==> config.mk <==
export PLATFORM = sky130hd
export DESIGN_NAME = srng_merge_flat
export DESIGN_NICKNAME = d
export VERILOG_FILES = /design/src/rtl/stereo_rms_noise_gate_core_defines.svh /design/src/rtl/srng_pkg.sv /design/src/rtl/srng_out_if.sv /design/src/rtl/srng_merge.sv /design/src/flat_wrapper.sv
export SDC_FILE = /design/constraint.sdc
export NUM_CORES = 1
export LEC_CHECK = 0
export BUFFER_PORTS_ARGS = -buffer_cell sky130_fd_sc_hd__buf_4
export CELL_PAD_IN_SITES_DETAIL_PLACEMENT = 1
export CELL_PAD_IN_SITES_GLOBAL_PLACEMENT = 2
export CORE_AREA = 2 2 79 81
export CTS_CLUSTER_DIAMETER = 150
export DETAILED_ROUTE_END_ITERATION = 10
export DIE_AREA = 0 0 81 83
export GPL_TIMING_DRIVEN = 0
export PLACE_DENSITY = 0.83
export SETUP_SLACK_MARGIN = 0.02
export SLEW_MARGIN = 20
export SYNTH_ARGS = -nofsm -noshare
export SYNTH_HDL_FRONTEND = slang
export SYNTH_SLANG_ARGS = --single-unit
==> constraint.sdc <==
create_clock -name i_clk -period 2.03 [get_ports i_clk]
set_input_delay 0.1015 -clock i_clk [delete_from_list [all_inputs] [get_ports i_clk]]
set_output_delay 0.1015 -clock i_clk [all_outputs]
set_load 0.005 [all_outputs]
==> src/rtl/stereo_rms_noise_gate_core_defines.svh <==
// assertion helpers shared by the gate rtl
`ifndef STEREO_RMS_NOISE_GATE_CORE_DEFINES_SVH
`define STEREO_RMS_NOISE_GATE_CORE_DEFINES_SVH

// same-cycle implication, disabled while in reset
`define SRNG_ASSERT_IMP(label, clk, rst_n, ante, cons) \
    label: assert property (@(posedge clk) disable iff (!(rst_n)) (ante) |-> (cons)) \
        else $error("srng check failed");

// next-cycle implication, disabled while in reset
`define SRNG_ASSERT_NEXT(label, clk, rst_n, ante, cons) \
    label: assert property (@(posedge clk) disable iff (!(rst_n)) (ante) |=> (cons)) \
        else $error("srng check failed");

`endif

==> src/rtl/srng_pkg.sv <==
package srng_pkg;

    localparam int SAMPLE_BITS_DEF = 24;
    localparam int COEF_BITS_DEF   = 24;
    localparam int COEF_MAX_BITS   = 32;
    localparam int ENV_BITS        = 32;
    localparam int GAIN_BITS       = 24;
    localparam int GAIN_FRAC       = 23;
    localparam logic [GAIN_BITS-1:0] GAIN_UNITY = 24'd8388608;

    localparam int CFG_IDX_BITS  = 4;
    localparam int CFG_DATA_BITS = 32;

    localparam logic [CFG_IDX_BITS-1:0] CFG_BYPASS          = 4'd0;
    localparam logic [CFG_IDX_BITS-1:0] CFG_GATE_MODE       = 4'd1;
    localparam logic [CFG_IDX_BITS-1:0] CFG_DETECTOR_SOURCE = 4'd2;
    localparam logic [CFG_IDX_BITS-1:0] CFG_RMS_COEF        = 4'd3;
    localparam logic [CFG_IDX_BITS-1:0] CFG_DECAY_COEF      = 4'd4;
    localparam logic [CFG_IDX_BITS-1:0] CFG_THRESHOLD_SQ    = 4'd5;
    localparam logic [CFG_IDX_BITS-1:0] CFG_FLOOR_REDUCTION = 4'd6;
    localparam logic [CFG_IDX_BITS-1:0] CFG_FLOOR_MUTE      = 4'd7;

    localparam logic [23:0]          RMS_COEF_RESET        = 24'd16707555;
    localparam logic [23:0]          DECAY_COEF_RESET      = 24'd16773720;
    localparam logic [ENV_BITS-1:0]  THRESHOLD_SQ_RESET    = 32'd21474;
    localparam logic [GAIN_BITS-1:0] FLOOR_REDUCTION_RESET = 24'd838861;
    localparam logic [GAIN_BITS-1:0] FLOOR_MUTE_RESET      = 24'd8;

    typedef struct packed {
        logic                     bypass;
        logic                     gate_mode;
        logic                     detector_source;
        logic [COEF_MAX_BITS-1:0] rms_coef;
        logic [COEF_MAX_BITS-1:0] decay_coef;
        logic [ENV_BITS-1:0]      threshold_sq;
        logic [GAIN_BITS-1:0]     floor_reduction;
        logic [GAIN_BITS-1:0]     floor_mute;
    } t_cfg;

    typedef struct packed {
        logic start;
        logic take;
    } t_lane_ctl;

    typedef enum logic [3:0] {
        LS_IDLE,
        LS_SQ_MUL,
        LS_SQ_RND,
        LS_ENV_MUL,
        LS_ENV_SUM,
        LS_TARGET,
        LS_GAIN_MUL,
        LS_GAIN_SUM,
        LS_OUT_MUL,
        LS_OUT_SAT,
        LS_DONE
    } t_lane_step;

endpackage

==> src/rtl/srng_out_if.sv <==
interface srng_out_if
    import srng_pkg::*;
#(
    parameter int SAMPLE_BITS = SAMPLE_BITS_DEF
);
    logic                          valid;
    logic                          ready;
    logic signed [SAMPLE_BITS-1:0] out_left;
    logic signed [SAMPLE_BITS-1:0] out_right;

    modport source (output valid, out_left, out_right, input ready);
    modport sink (input valid, out_left, out_right, output ready);
endinterface

==> src/rtl/srng_merge.sv <==
module srng_merge
    import srng_pkg::*;
#(
    parameter int SAMPLE_BITS = SAMPLE_BITS_DEF
) (
    input  logic                          i_clk,
    input  logic                          i_rst_n,
    input  logic [1:0]                    i_done,
    input  logic signed [SAMPLE_BITS-1:0] i_left,
    input  logic signed [SAMPLE_BITS-1:0] i_right,
    output logic                          o_take,
    srng_out_if.source                    o_frame
);
    logic                          r_valid;
    logic signed [SAMPLE_BITS-1:0] r_left, r_right;

    // both lanes finished and the output word is free or leaving
    assign o_take = (&i_done) && (!r_valid || o_frame.ready);

    assign o_frame.valid     = r_valid;
    assign o_frame.out_left  = r_left;
    assign o_frame.out_right = r_right;

    always_ff @(posedge i_clk) begin
        if (!i_rst_n) begin
            r_valid <= 1'b0;
        end else if (o_take) begin
            r_valid <= 1'b1;
        end else if (o_frame.ready) begin
            r_valid <= 1'b0;
        end
    end

    always_ff @(posedge i_clk) begin
        if (o_take) begin
            r_left  <= i_left;
            r_right <= i_right;
        end
    end
endmodule

==> src/flat_wrapper.sv <==
// flat-port wrapper written by rule: the top's interface ports become plain ports
module srng_merge_flat import srng_pkg::*;
#(
    parameter int SAMPLE_BITS = SAMPLE_BITS_DEF
)
  (i_clk, i_rst_n, i_done, i_left, i_right, o_take, o_frame_valid, o_frame_out_left, o_frame_out_right, o_frame_ready);
  srng_out_if #(.SAMPLE_BITS(SAMPLE_BITS)) o_frame_i ();
  input  logic i_clk;
  input  logic i_rst_n;
  input  logic [1:0] i_done;
  input  logic signed [SAMPLE_BITS-1:0] i_left;
  input  logic signed [SAMPLE_BITS-1:0] i_right;
  output logic o_take;
  output wire logic [$bits(o_frame_i.valid)-1:0] o_frame_valid;
  output wire logic [$bits(o_frame_i.out_left)-1:0] o_frame_out_left;
  output wire logic [$bits(o_frame_i.out_right)-1:0] o_frame_out_right;
  input wire logic [$bits(o_frame_i.ready)-1:0] o_frame_ready;
  assign o_frame_valid = o_frame_i.valid;
  assign o_frame_out_left = o_frame_i.out_left;
  assign o_frame_out_right = o_frame_i.out_right;
  assign o_frame_i.ready = o_frame_ready;
  srng_merge #(.SAMPLE_BITS(SAMPLE_BITS)) u_core (.i_clk(i_clk), .i_rst_n(i_rst_n), .i_done(i_done), .i_left(i_left), .i_right(i_right), .o_take(o_take), .o_frame(o_frame_i));
endmodule
==> impl_metrics.ini <==
[cells_and_area]
layout-drive-gt1-share_pct = 52.8
final_cell_mix = buf_4, dlygate4sd3_1, edfxtp_1
fin_area_um2 = 2940
finalNonFillerCells = 287
fin_util_pct = 50.5
num_antenna_cells = 0
nets = 264
area.growth.synth_to_final_pct = 96.4
mostFrequentLayoutCell = buf_4

[route]
vias = 1102
routed_wl_um = 3930
dr.pass1.iters = 3
avgViaCountPerCell = 3.84
drt-initial-drc-count = 15
wl_per_cell_um = 13.7
ant_nets = 0
drc = 0

[placed_design]
placed_cell_area_um2 = 2380
numPortBuffers = 102
dp_cells = 231
place_ws_ns = 0.445
globalplace.congestion = 0.615

[power_and_ir_drop]
ir_drop_mv = 0.331
finalPower_mw = 1.96
cellLeakagePower_nw = 1.22
powerDensity_nw_per_um2 = 666

[floorplan]
die_y_um = 83
io_pins = 103
dieArea_um2 = 6720
die-width_um = 81
rows = 28
core-area_um2 = 5820
start_util_pct = 25.7

[synth]
syn_inst = 53
ys_types = 6
syn-cell-area_um2 = 1500
ys_seq_elements = 49
syn_nets = 106
postSynthAreaPerCell_um2 = 28.2
ys_seq_area_share_pct = 97.7
ys_warn_count = 0

[sta]
fin_crit_sh_pct = 79.0
rsz0062_at_grt = false
maxSlewViolCount = 0
timing.hold.ws_ns = 0.0400
maxSlewHeadroom_pct = 57.3
worstMarginPinSlew_ns = 0.640
timing.final.ws_setup_ns = 0.426
fin_setup_tns_ns = 0
fin_skew_ns = 0.00866
fin_crit_ns = 1.60
fmax_mhz = 623
setup_viol = 0
finalHoldViolations = 0

[cts]
cts_tree = done
cts-root-buf = clkbuf_8
clk_pin_slew_ns = 0.08
cts_sinks = 49
cts.path.max_buffers = 2
clock_latency_ns = 0.29
cts_buffers = 5
h-tree-depth = 2
post_cts_buffers = 0
ctsResizeCount = 0

[setup_path]
crit_type = register to output pin
cp-end-kind = output pin
cp_top_family = simple AND/OR/NAND/NOR gates
cp_data_required_time_ns = 1.93
slowest_stage = nor2b_4
critPathMaxFanout = 22
slowest_delay_ns = 0.57
r2r-start = u_core.o_frame.valid$_SDFFE_PN0P_
arrival_ns = 1.50
startpoint = u_core.o_frame.valid$_SDFFE_PN0P_
cp-start-kind = register
path_buf_inv = 1
cp_cell_sequence = nand2b_1 -> nor2b_4 -> buf_4

[flow_run]
max_cap_viol_count = 0

[grt]
antenna_found_initial = 0
grt_start_max_net_pins = 29
grt.total_usage_pct = 12.3
grt_pass1_wl_um = 6110
grt_pass1_vias = 1214
grt_remaining_overflow = 0

[hold_path]
hp-start = i_rst_n
worstHoldPathType = input pin to register

[run_status]
outcome = finished clean
-- layer usage --
metal / global-route usage (%) / share of wire [%] / vias to the layer above
met5: 0 / 0 / -
met4: 3.24 / 0.87 / 0
met3: 5.33 / 9.5 / 4
met2: 22.7 / 57 / 62
met1: 12.2 / 33 / 510
li1: - / - / 526
-- state kept, by name, indices dropped and copies added, names as in the netlist --
signal,count
u_core.o_frame.out_right,24
u_core.o_frame.out_left,24
u_core.o_frame.valid,1
-- Yosys cell counts --
| cell type | instances | area share, % |
|---|---|---|
| edfxtp_1 | 48 | 96 |
| a21boi_2 | 1 | 0.75 |
| nand2b_1 | 1 | 0.42 |
| nand2_1 | 1 | 0.25 |
| nor2b_4 | 1 | 0.92 |
| dfxtp_1 | 1 | 1.3 |
-- path summary, 6_finish.rpt --
| path | slack [ns] | cells after the start | end |
|---|---|---|---|
| hold reg to reg | 0.51 | 2 | u_core.o_frame.valid$_SDFFE_PN0P_ |
| setup reg to reg | 0.46 | 3 | u_core.o_frame.out_right[6]$_DFFE_PP_ |
| hold / removal | 0.04 | 2 | u_core.o_frame.valid$_SDFFE_PN0P_ |
| setup / recovery | 0.43 | 3 | o_take |
-- kinds of logic (layout without fill, tap and decap cells) --
family	after synthesis	after routing	synth area share, %
AOI/OAI and AO/OA	1	1	0.752
buffers and inverters	0	159	0
DFF	49	49	97.7
and+or+nand+nor	3	3	1.59
-- power by group --
group	internal (mW)	switching (mW)
logic	0.175	0.0733
clock network	0.239	0.298
registers	1.16	0.0115
-- timing repair --
item / CTS / global route
hold endpoints to repair: 48 / 0
hold buffers: 48 / 0
endpoints found under the setup margin: 0 / 0
-- layout make-up --
type	count	area [um2]
multi-input cells	4	35.0
clock inverters	2	10.0
repair buffers	151	1270
fillers	594	2880
flip-flops and latches	49	1460
well taps	75	93.8
clock buffers	6	72.6
(Power assumes the default switching activity.)
